### src/design/mtcmp_pkg.sv
package mtcmp_pkg;

	localparam logic [1:0] CMD_READ  = 2'd0;
	localparam logic [1:0] CMD_WRITE = 2'd1;
	localparam logic [1:0] CMD_TICK  = 2'd2;

	localparam logic [15:0] ADDR_TIME_LO = 16'd0;
	localparam logic [15:0] ADDR_TIME_HI = 16'd4;
	localparam logic [15:0] ADDR_CMP_LO  = 16'd8;
	localparam logic [15:0] ADDR_CMP_HI  = 16'd12;

	localparam logic [31:0] TIMER_CAUSE = 32'h8000_0007;

	localparam logic STATUS_OK       = 1'b0;
	localparam logic STATUS_ADDR_ERR = 1'b1;

	typedef struct packed {
		logic [1:0]  cmd;
		logic [15:0] addr;
		logic [31:0] write_data;
		logic [2:0]  access_bytes;
	} in_item_t;

	typedef struct packed {
		logic [31:0] read_data;
		logic        status;
		logic        irq_valid;
		logic [31:0] irq_cause;
	} out_item_t;

	// Byte lanes moved by an access; sizes above four count as four.
	function automatic logic [31:0] byte_mask(input logic [2:0] nbytes);
		logic [31:0] m;
		case (nbytes)
			3'd0: m = 32'h0000_0000;
			3'd1: m = 32'h0000_00FF;
			3'd2: m = 32'h0000_FFFF;
			3'd3: m = 32'h00FF_FFFF;
			default: m = 32'hFFFF_FFFF;
		endcase
		return m;
	endfunction

endpackage

### src/design/mtcmp_in_reg.sv
module mtcmp_in_reg (
	input  logic                clk,
	input  logic                arst_n,
	input  logic                in_valid,
	output logic                in_ready,
	input  mtcmp_pkg::in_item_t in_item,
	input  logic                out_stall,
	output logic                advance,
	output mtcmp_pkg::in_item_t item_s1
);
	import mtcmp_pkg::*;

	logic valid_s1;

	// The held item moves on whenever the result register can take it.
	assign advance  = valid_s1 && !out_stall;
	assign in_ready = !valid_s1 || advance;

	always_ff @(posedge clk or negedge arst_n) begin
		if (!arst_n) begin
			valid_s1 <= 1'b0;
		end else if (in_ready) begin
			valid_s1 <= in_valid;
		end
	end

	always_ff @(posedge clk) begin
		if (in_valid && in_ready) begin
			item_s1 <= in_item;
		end
	end

endmodule

### src/design/mtcmp_core.sv
module mtcmp_core (
	input  logic                 clk,
	input  logic                 arst_n,
	input  logic                 advance,
	input  mtcmp_pkg::in_item_t  item_s1,
	output mtcmp_pkg::out_item_t result
);
	import mtcmp_pkg::*;

	logic [63:0] time_count_q;
	logic [63:0] time_snapshot_q;
	logic [63:0] compare_value_q;
	logic        irq_armed_q;

	logic [63:0] count_d;
	logic [63:0] snap_d;
	logic [63:0] cmp_d;
	logic        armed_d;
	logic        armed_upd;
	logic [31:0] mask;
	logic [31:0] wdata;
	logic [31:0] rdata;
	logic        status;
	logic        fire;

	always_comb begin
		mask      = byte_mask(item_s1.access_bytes);
		wdata     = item_s1.write_data & mask;
		count_d   = time_count_q;
		snap_d    = time_snapshot_q;
		cmp_d     = compare_value_q;
		armed_upd = irq_armed_q;
		rdata     = 32'd0;
		status    = STATUS_OK;

		case (item_s1.cmd)
			CMD_READ: begin
				if (item_s1.addr == ADDR_TIME_LO) begin
					snap_d = time_count_q;
					rdata  = time_count_q[31:0];
				end else if (item_s1.addr == ADDR_TIME_HI) begin
					rdata = time_snapshot_q[63:32];
				end else if (item_s1.addr == ADDR_CMP_LO) begin
					rdata = compare_value_q[31:0];
				end else if (item_s1.addr == ADDR_CMP_HI) begin
					rdata = compare_value_q[63:32];
				end else begin
					status = STATUS_ADDR_ERR;
				end
				rdata = rdata & mask;
			end
			CMD_WRITE: begin
				if (item_s1.addr == ADDR_TIME_LO) begin
					count_d[31:0] = wdata;
					snap_d[31:0]  = wdata;
				end else if (item_s1.addr == ADDR_TIME_HI) begin
					count_d[63:32] = wdata;
					snap_d[63:32]  = wdata;
				end else if (item_s1.addr == ADDR_CMP_LO) begin
					cmp_d[31:0] = wdata;
				end else if (item_s1.addr == ADDR_CMP_HI) begin
					cmp_d[63:32] = wdata;
					armed_upd    = 1'b1;
				end else begin
					status = STATUS_ADDR_ERR;
				end
			end
			CMD_TICK: begin
				count_d = time_count_q + 64'd1;
			end
			default: begin
			end
		endcase

		// The compare is made on the state this item leaves behind.
		fire    = armed_upd && (count_d == cmp_d);
		armed_d = armed_upd && !fire;

		result.read_data = rdata;
		result.status    = status;
		result.irq_valid = fire;
		result.irq_cause = fire ? TIMER_CAUSE : 32'd0;
	end

	always_ff @(posedge clk or negedge arst_n) begin
		if (!arst_n) begin
			time_count_q    <= 64'd0;
			time_snapshot_q <= 64'd0;
			compare_value_q <= 64'd0;
			irq_armed_q     <= 1'b0;
		end else if (advance) begin
			time_count_q    <= count_d;
			time_snapshot_q <= snap_d;
			compare_value_q <= cmp_d;
			irq_armed_q     <= armed_d;
		end
	end

endmodule

### src/design/mtcmp_out_reg.sv
module mtcmp_out_reg (
	input  logic                 clk,
	input  logic                 arst_n,
	input  logic                 advance,
	input  mtcmp_pkg::out_item_t result,
	output logic                 out_stall,
	output logic                 out_valid,
	input  logic                 out_ready,
	output mtcmp_pkg::out_item_t out_item
);
	import mtcmp_pkg::*;

	logic valid_q;

	assign out_valid = valid_q;
	assign out_stall = valid_q && !out_ready;

	always_ff @(posedge clk or negedge arst_n) begin
		if (!arst_n) begin
			valid_q <= 1'b0;
		end else if (advance) begin
			valid_q <= 1'b1;
		end else if (out_ready) begin
			valid_q <= 1'b0;
		end
	end

	always_ff @(posedge clk) begin
		if (advance) begin
			out_item <= result;
		end
	end

endmodule

### src/design/machine_timer_compare_irq_unit.sv
// Machine timer with a 64-bit count and compare behind four 32-bit bus words.
// Input channel (in_valid, in_ready, in_item) carries a bus read, a bus write
// or one time tick; every item gives exactly one result on the output channel
// (out_valid, out_ready, out_item) with read data, status and interrupt flag.
// Reading time low snapshots the count; reading time high returns the top half
// of that snapshot. Writing compare high arms a one-shot interrupt that fires,
// with the machine timer cause, on the first result whose item leaves the
// count equal to the compare value.
// The item sits in the input register while decode, count update and the 64-bit
// compare feed the result register; out_valid rises when that register takes the
// result. One item is taken every cycle while the receiver keeps out_ready high;
// the 64-bit increment and equality compare set the cycle.
// When the receiver stalls, the result register holds its item; the input register
// takes one more item only if it is empty, and in_ready is low while it holds one.
// Reset clears count, snapshot, compare value and the armed flag, and empties
// both registers.
module machine_timer_compare_irq_unit (
	input  logic                 clk,
	input  logic                 arst_n,
	input  logic                 in_valid,
	output logic                 in_ready,
	input  mtcmp_pkg::in_item_t  in_item,
	output logic                 out_valid,
	input  logic                 out_ready,
	output mtcmp_pkg::out_item_t out_item
);
	import mtcmp_pkg::*;

	in_item_t  item_s1;
	out_item_t result;
	logic      advance;
	logic      out_stall;

	mtcmp_in_reg u_in_reg (
		.clk       (clk),
		.arst_n    (arst_n),
		.in_valid  (in_valid),
		.in_ready  (in_ready),
		.in_item   (in_item),
		.out_stall (out_stall),
		.advance   (advance),
		.item_s1   (item_s1)
	);

	mtcmp_core u_core (
		.clk     (clk),
		.arst_n  (arst_n),
		.advance (advance),
		.item_s1 (item_s1),
		.result  (result)
	);

	mtcmp_out_reg u_out_reg (
		.clk       (clk),
		.arst_n    (arst_n),
		.advance   (advance),
		.result    (result),
		.out_stall (out_stall),
		.out_valid (out_valid),
		.out_ready (out_ready),
		.out_item  (out_item)
	);

endmodule
### config.mk
export PLATFORM = sky130hd
export DESIGN_NAME = machine_timer_compare_irq_unit
export DESIGN_NICKNAME = d
export VERILOG_FILES = /design/src/design/mtcmp_pkg.sv /design/src/design/mtcmp_in_reg.sv /design/src/design/mtcmp_core.sv /design/src/design/mtcmp_out_reg.sv /design/src/design/machine_timer_compare_irq_unit.sv
export SDC_FILE = /design/constraint.sdc
export NUM_CORES = 1
export LEC_CHECK = 0
export BUFFER_PORTS_ARGS = -buffer_cell sky130_fd_sc_hd__buf_4
export CORE_MARGIN = 8
export CORE_UTILIZATION = 55
export DETAILED_ROUTE_END_ITERATION = 10
export PLACE_DENSITY = 0.74
export SLEW_MARGIN = 30
export SYNTH_ARGS = -nofsm -noshare
export SYNTH_HDL_FRONTEND = slang
export SYNTH_SLANG_ARGS = --single-unit
### constraint.sdc
create_clock -name clk -period 10.24 [get_ports clk]
set_clock_uncertainty 0.05 [all_clocks]
set_input_delay 2.048 -clock clk [delete_from_list [all_inputs] [get_ports clk]]
set_output_delay 2.048 -clock clk [all_outputs]
set_load 0.02 [all_outputs]
==> out/metrics.yaml, run 1 <==
p_leak_uw: 0.00659
core_sq_mm: 0.0287
synthTopCellsByArea: "dfrtp_1 25%, edfxtp_1 16%, nand2_1 6.7%"
finalSetupTns_ns: 0
cts_tree: "done"
die_w_um: 187
critPathLaunchType: "flop"
startpoint: "u_in_reg.item_s1[38]$_DFFE_PP_"
detail-route-antenna-nets: 0
post-cts-setup-buffers: 0
wirelength_um: 71200
synthToLayoutAreaGrowth_pct: 10.9
port_buffers: 96
cts_resized: 0
finalSetupViolCount: 0
pwr_density_cell_mw_per_mm2: 161
cts.reportedPaths.clkPinSlew_ns: 0.06
finalCritPeriodShare: 0.498
synth-seq-cells: 250
syn_inst: 1913
io-pin-count: 125
place_hpwl_um: 49900
track_usage: 0.394
slew_violations: 0
crit_type: "flop to flop"
synth.top_cell.area_share: 0.254
ys_seq_area_frac: 0.417
grt.overflow.total: 0
vias: 16804
drc: 0
insertion_delay_ns: 0.60
setup_slack_ns: 5.14
required_ns: 10.66
cp-end-kind: "flop"
drt_first_iter_violations: 3353
cts_made_buffers: 29
maxSlewHeadroom: 0.155
rsz0062_at_grt: "no"
cap_viol_max_count: 0
cp_data_arrival_time_ns: 5.52
dieArea_sq_mm: 0.0349
wl_per_cell_um: 30.9
min_period_ns: 5.10
worst_hold_slack_ns: 0.464
gp_congestion: 1.07
reg2reg_from: "u_in_reg.item_s1[38]$_DFFE_PP_"
finalPower_uw: 2860
rrSetupSlack_ns: 5.14
hold_viol_final: 0
avgSynthCellArea_sq_um: 8.39
clockBufferDepth: 3
synth_cell_type_count: 81
path_max_fanout: 13
htree_num_levels: 1
ys.flop_type: "dfrtp_1"
die_y_um: 187
worstMarginPinSlew_ns: 1.25
hold_buffers: 0
fp-row-count: 62
final_net_count: 1959
syn_area_sq_mm: 0.0161
fin_util: 0.620
hold_path_class: "flop to flop"
drive_gt1_frac: 0.115
status: "completed"
diodes: 0
crit_slowest_cell: "o41ai_1"
place_ws_ns: 5.52
yosys_warnings: 0
peakVddDrop_uv: 170
critPathMaxStageDelay_ns: 1.03
antenna_found_initial: 1
initial_core_util: 0.559
clock.fmax_ghz: 0.196
crit_chain: "or4b_2, o41ai_1, nand2_1, a21oi_1, o21ai_0, xor2_1, nor4_1, nand4_1, nor4_2, o211a_1"
r2r.worst_path.cells: 10
grt_pass1_vias: 15370
clock_sinks: 250
synth_edf_count: 87
viasPerCell: 7.29
clock-root-buffer: "clkbuf_16"
grt_max_degree: 65
first_pass_iters: 8
yosysTopAreaCell: "dfrtp_1"
r2r-end: "u_out_reg.out_item[2]$_DFFE_PP_"
grt_first_pass_wirelength_um: 105000
synthArstFlopShare: 0.652
crit_end: "u_out_reg.out_item[2]$_DFFE_PP_"
-- cells by family (layout without fill, tap and decap cells) --
kind of cell | after synthesis | in the layout | synth area share
compound gates | 543 | 543 | 0.216
xor+xnor | 52 | 52 | 0.0284
fa+ha+maj | 4 | 4 | 0.00312
buf+inv | 233 | 214 | 0.0642
flops | 250 | 250 | 0.417
mux | 45 | 45 | 0.0288
other cells | 1 | 28 | 0.000234
simple gates | 785 | 785 | 0.242
-- cell type report --
class | count | area (sq um)
Fill cell | 2521 | 10900
Multi-Input combinational cell | 1457 | 8500
Sequential cell | 250 | 6690
Timing Repair Buffer | 132 | 998
Clock buffer | 38 | 800
Tap cell | 384 | 480
Clock inverter | 16 | 224
Inverter | 28 | 105
-- cell usage after synthesis, types with 17 or more instances --
| cell | count |
|---|---|
| nand2_1 | 288 |
| o21ai_0 | 188 |
| dfrtp_1 | 163 |
| clkbuf_1 | 140 |
| nor2_1 | 115 |
| a21oi_1 | 97 |
| nor3_1 | 97 |
| edfxtp_1 | 87 |
| nand4_1 | 59 |
| nand3_1 | 58 |
| nor4_1 | 44 |
| xnor2_1 | 42 |
| a221oi_1 | 41 |
| o22ai_1 | 40 |
| mux2i_1 | 35 |
| buf_4 | 32 |
| and2_1 | 30 |
| inv_1 | 27 |
| a31oi_1 | 25 |
| buf_2 | 17 |
| o211ai_1 | 17 |
-- where the power goes --
group          internal [uW]  switching, uW
Combinational            156            312
Clock                    676            461
Sequential              1130            129
Total                   1960            902
-- critical path, delay by kind of cell, from the launching register on --
family | cells | cell delay, ns
AND/OR/NAND/NOR | 5 | 2.41
XOR/XNOR | 1 | 0.23
flip-flops | 1 | 0.59
AO/OA/AOI/OAI | 4 | 1.71
-- sequential cells by signal, indices dropped and copies added, names as in the netlist --
name and cells:
u_in_reg.valid_s1 1, u_core.time_snapshot_q 32, u_core.time_count_q 64, u_out_reg.out_valid 1
u_core.compare_value_q 64, u_core.irq_armed_q 1, u_in_reg.item_s1 53, u_out_reg.out_item 34
-- layer usage --
metal / part of all wire / track usage / vias to the layer above / routed length [um]
met1: 0.38 / 0.529 / 7917 / 26800
met5: 0.00080 / 0.00994 / - / 57
met4: 0.050 / 0.154 / 4 / 3590
met3: 0.17 / 0.180 / 266 / 12400
met2: 0.40 / 0.541 / 1588 / 28400
li1: - / - / 7029 / -
-- through the flow --
step	instance area, sq um	cells
global placement	16700	2251
finish	17800	2305
detailed placement	16800	2251
global route	17800	2305
CTS	17800	2305
floorplan	16200	1940
-- placed cells by master, fill, tap and decap left out, drive strengths merged, types with 6 or more instances in the layout --
master / Yosys / routed
nand2: 288 / 288
o21ai: 194 / 194
dfrtp: 163 / 163
buf: 65 / 132
nor2: 115 / 115
nor3: 97 / 97
a21oi: 97 / 97
edfxtp: 87 / 87
nand4: 61 / 61
nand3: 59 / 59
nor4: 53 / 53
xnor2: 42 / 42
a221oi: 41 / 41
o22ai: 40 / 40
clkbuf: 140 / 38
mux2i: 35 / 35
and2: 30 / 30
inv: 28 / 29
conb: 1 / 28
a31oi: 25 / 25
o211ai: 17 / 17
and4: 15 / 15
and3: 15 / 15
o31ai: 14 / 14
or4: 14 / 14
or3: 13 / 13
nand2b: 11 / 11
a21o: 11 / 11
xor2: 10 / 10
mux2: 10 / 10
a211oi: 10 / 10
a22oi: 9 / 9
o21a: 9 / 9
a2bb2oi: 8 / 8
a22o: 8 / 8
clkinv: 0 / 8
o41ai: 6 / 6
-- how the worst min path moves through the flow --
stage / from / endpoint / slack, ns / depth (start not counted)
floorplan: u_in_reg.valid_s1$_DFFE_PN0N_ / u_out_reg.out_valid$_DFFE_PN0P_ / 0.41 / 1
global route: u_core.compare_value_q[38]$_DFFE_PN0P_ / u_core.compare_value_q[38]$_DFFE_PN0P_ / 0.48 / 2
detailed placement: u_core.compare_value_q[16]$_DFFE_PN0P_ / u_core.compare_value_q[16]$_DFFE_PN0P_ / 0.44 / 2
CTS: u_core.compare_value_q[27]$_DFFE_PN0P_ / u_core.compare_value_q[27]$_DFFE_PN0P_ / 0.46 / 2
global placement: u_core.compare_value_q[16]$_DFFE_PN0P_ / u_core.compare_value_q[16]$_DFFE_PN0P_ / 0.44 / 2
finish: u_core.compare_value_q[20]$_DFFE_PN0P_ / u_core.compare_value_q[20]$_DFFE_PN0P_ / 0.46 / 2
Note: power is estimated with default switching activity, not from simulation.
==> run 2: changes to the inputs <==
Settings changed: PLACE_DENSITY 0.74 to 0.77.
Clock period 10.24 ns to 4.2 ns, I/O delays scaled along.
==> out/metrics.yaml, run 2 (synthesis results as in run 1) <==
status: "completed"  # unchanged
worstMarginPinSlew_ns: 0.934  # was 1.25 ns
seq_area_sq_mm: 0.00669  # about the same
combPwrFrac: 0.187  # was 0.163
crit_type: "flop to flop"  # unchanged
hold_buffers: 0  # unchanged
dieArea_sq_mm: 0.0349  # unchanged
reg_top3: "u_core.compare_value_q x64, u_core.time_count_q x64, u_in_reg.item_s1 x53"  # unchanged
die_y_um: 187  # unchanged
cap_viol_max_count: 0  # unchanged
grt_first_pass_wirelength_um: 108000  # was 105,000 um
reg2reg_from: "u_core.time_count_q[1]$_DFFE_PN0P_"  # was u_in_reg.item_s1[38]$_DFFE_PP_
wirelength_um: 73800  # was 71,200 um
fp-row-count: 62  # unchanged
clock_sinks: 250  # unchanged
place_ws_ns: -0.117  # was 5.52 ns
core_sq_mm: 0.0287  # unchanged
initial_core_util: 0.559  # unchanged
clock-root-buffer: "clkbuf_16"  # unchanged
finalSetupTns_ns: 0  # unchanged
track_usage: 0.406  # was 0.394
die_w_um: 187  # unchanged
antenna_found_initial: 1  # unchanged
drt_first_iter_violations: 3221  # was 3,353
critPathMaxStageDelay_ns: 0.54  # was 1.03 ns
p_switching_uw: 2150  # was 902 uW
crit_slowest_cell: "nor3_1"  # was o41ai_1
maxSlewHeadroom: 0.373  # was 0.155
multiInputGateArea_sq_mm: 0.00851  # was 0.00850 sq mm
finalSetupViolCount: 0  # unchanged
pwr_density_cell_mw_per_mm2: 362  # was 161 mW/mm^2
startpoint: "u_core.time_count_q[1]$_DFFE_PN0P_"  # was u_in_reg.item_s1[38]$_DFFE_PP_
cp_data_arrival_time_ns: 4.59  # was 5.52 ns
grt.overflow.total: 0  # unchanged
synthToLayoutAreaGrowth_pct: 16.3  # was 10.9%
cts_made_buffers: 27  # was 29
clockBufferDepth: 3  # unchanged
port_buffers: 96  # unchanged
first_pass_iters: 7  # was 8
p_clk_frac: 0.368  # was 0.398
detail-route-antenna-nets: 0  # unchanged
grt_pass1_vias: 16369  # was 15,370
hold_path_class: "input pin to async pin"  # was flop to flop
path_max_fanout: 12  # was 13
setup_slack_ns: 0.00293  # was 5.14 ns
final_net_count: 2075  # was 1,959
wl_per_cell_um: 30.5  # was 30.9 um
place_hpwl_um: 54400  # was 49,900 um
htree_num_levels: 1  # unchanged
drive_gt1_frac: 0.165  # was 0.115
timing.critical_path.mode_cell: "buf_4"
peakVddDrop_uv: 359  # was 170 uV
diodes: 0  # unchanged
min_period_ns: 4.20  # was 5.10 ns
viasPerCell: 7.19  # was 7.29
fillers: 2472  # was 2,521
crit_buf_inv: 3  # was 0
gp_congestion: 1.14  # was 1.07
hold_viol_final: 0  # unchanged
insertion_delay_ns: 0.58  # was 0.60 ns
intPower_uw: 4600  # was 1960 uW
drc: 0  # unchanged
grt_max_degree: 73  # was 65
vias: 17378  # was 16,804
clock.fmax_ghz: 0.238  # was 0.196 GHz
slew_violations: 0  # unchanged
finalPower_uw: 6750  # was 2860 uW
rrSetupSlack_ns: 0.003  # was 5.14 ns
required_ns: 4.59  # was 10.66 ns
crit_family: "simple AND/OR/NAND/NOR gates"  # unchanged
switching_share: 0.318  # was 0.315
p_leak_uw: 0.00711  # was 0.00659 uW
cts_tree: "done"  # unchanged
finalCritPeriodShare: 0.999  # was 0.498
cp-end-kind: "flop"  # unchanged
pwr-share-seq: 0.444  # was 0.439
cts.reportedPaths.clkPinSlew_ns: 0.06  # about the same
final_common_cell: "nand2_1"  # unchanged
mostFrequentLayoutCells: "285 x nand2_1, 241 x buf_4, 186 x o21ai_0"  # was 285 x nand2_1, 188 x o21ai_0, 163 x dfrtp_1
critPathLaunchType: "flop"  # unchanged
crit_chain: "ha_1, nand3_1, buf_4, nor4_2, buf_4, and4_1, a21oi_1, nor3_1, xnor2_1, nor4_4, nand4_1, nor4_2, buf_4, o211a_1"  # was or4b_2, o41ai_1, nand2_1, a21oi_1, o21ai_0, xor2_1, nor4_1, nand4_1, nor4_2, o211a_1
io-pin-count: 125  # unchanged
==> run 2: repair_timing <==
action	4_1_cts	5_1_grt
buffers inserted	0	0
endpoints found under the setup margin	2	2
endpoints found under the hold margin	0	0
gates resized for setup	1	9
==> run 2: metal layers <==
metal | global-route usage | wire length (um)
met5 | 0 | 11
met1 | 0.540 | 27700
met2 | 0.557 | 29400
met4 | 0.221 | 5060
met3 | 0.161 | 11700
==> run 2: final timing paths <==
check,end,cells after the start
max in group asynchronous,u_core.compare_value_q[20]$_DFFE_PN0P_,2
worst min register to register,u_core.compare_value_q[29]$_DFFE_PN0P_,2
worst max register to register,u_out_reg.out_item[2]$_DFFE_PP_,14
worst max-delay path,u_out_reg.out_item[2]$_DFFE_PP_,14
min in group clk,u_in_reg.item_s1[41]$_DFFE_PP_,1
worst min-delay path,u_core.compare_value_q[2]$_DFFE_PN0P_,1
==> run 2: cell type report <==
type,instances,share of cell area
flip-flops and latches,250,0.359
clock inverters,12,0.00871
inverters,28,0.00563
multi-input cells,1457,0.456
well taps,384,0.0257
clock buffers,37,0.0393
repair buffers,250,0.106
==> run 2: through the flow <==
step / util / hold slack, ns / area (sq um) / std cells
2_1_floorplan: - / 0.407 / 16200 / 1940
3_3_place_gp: 0.618 / 0.441 / 17700 / 2369
3_5_place_dp: 0.618 / 0.447 / 17700 / 2369
4_1_cts: 0.649 / 0.192 / 18600 / 2418
5_1_grt: 0.650 / 0.213 / 18700 / 2418
6_report: 0.650 / 0.178 / 18700 / 2418
==> run 2: power by group through the flow <==
stage / sequential, uW / combinational (uW) / clock, uW
2_1_floorplan: 2910 / 796 / 0
6_report: 3000 / 1270 / 2490
4_1_cts: 2980 / 1210 / 2490
3_5_place_dp: 3020 / 1210 / 0
3_3_place_gp: 3010 / 1180 / 0
5_1_grt: 3010 / 1330 / 2570
==> run 2: worst register-to-register path: stages, from the launching register on <==
cell and delay (ns):
dfrtp_1 0.47, ha_1 0.24, nand3_1 0.11, buf_4 0.22
nor4_2 0.33, buf_4 0.21, and4_1 0.37, a21oi_1 0.12
nor3_1 0.54, xnor2_1 0.24, nor4_4 0.44, nand4_1 0.16
nor4_2 0.28, buf_4 0.18, o211a_1 0.13
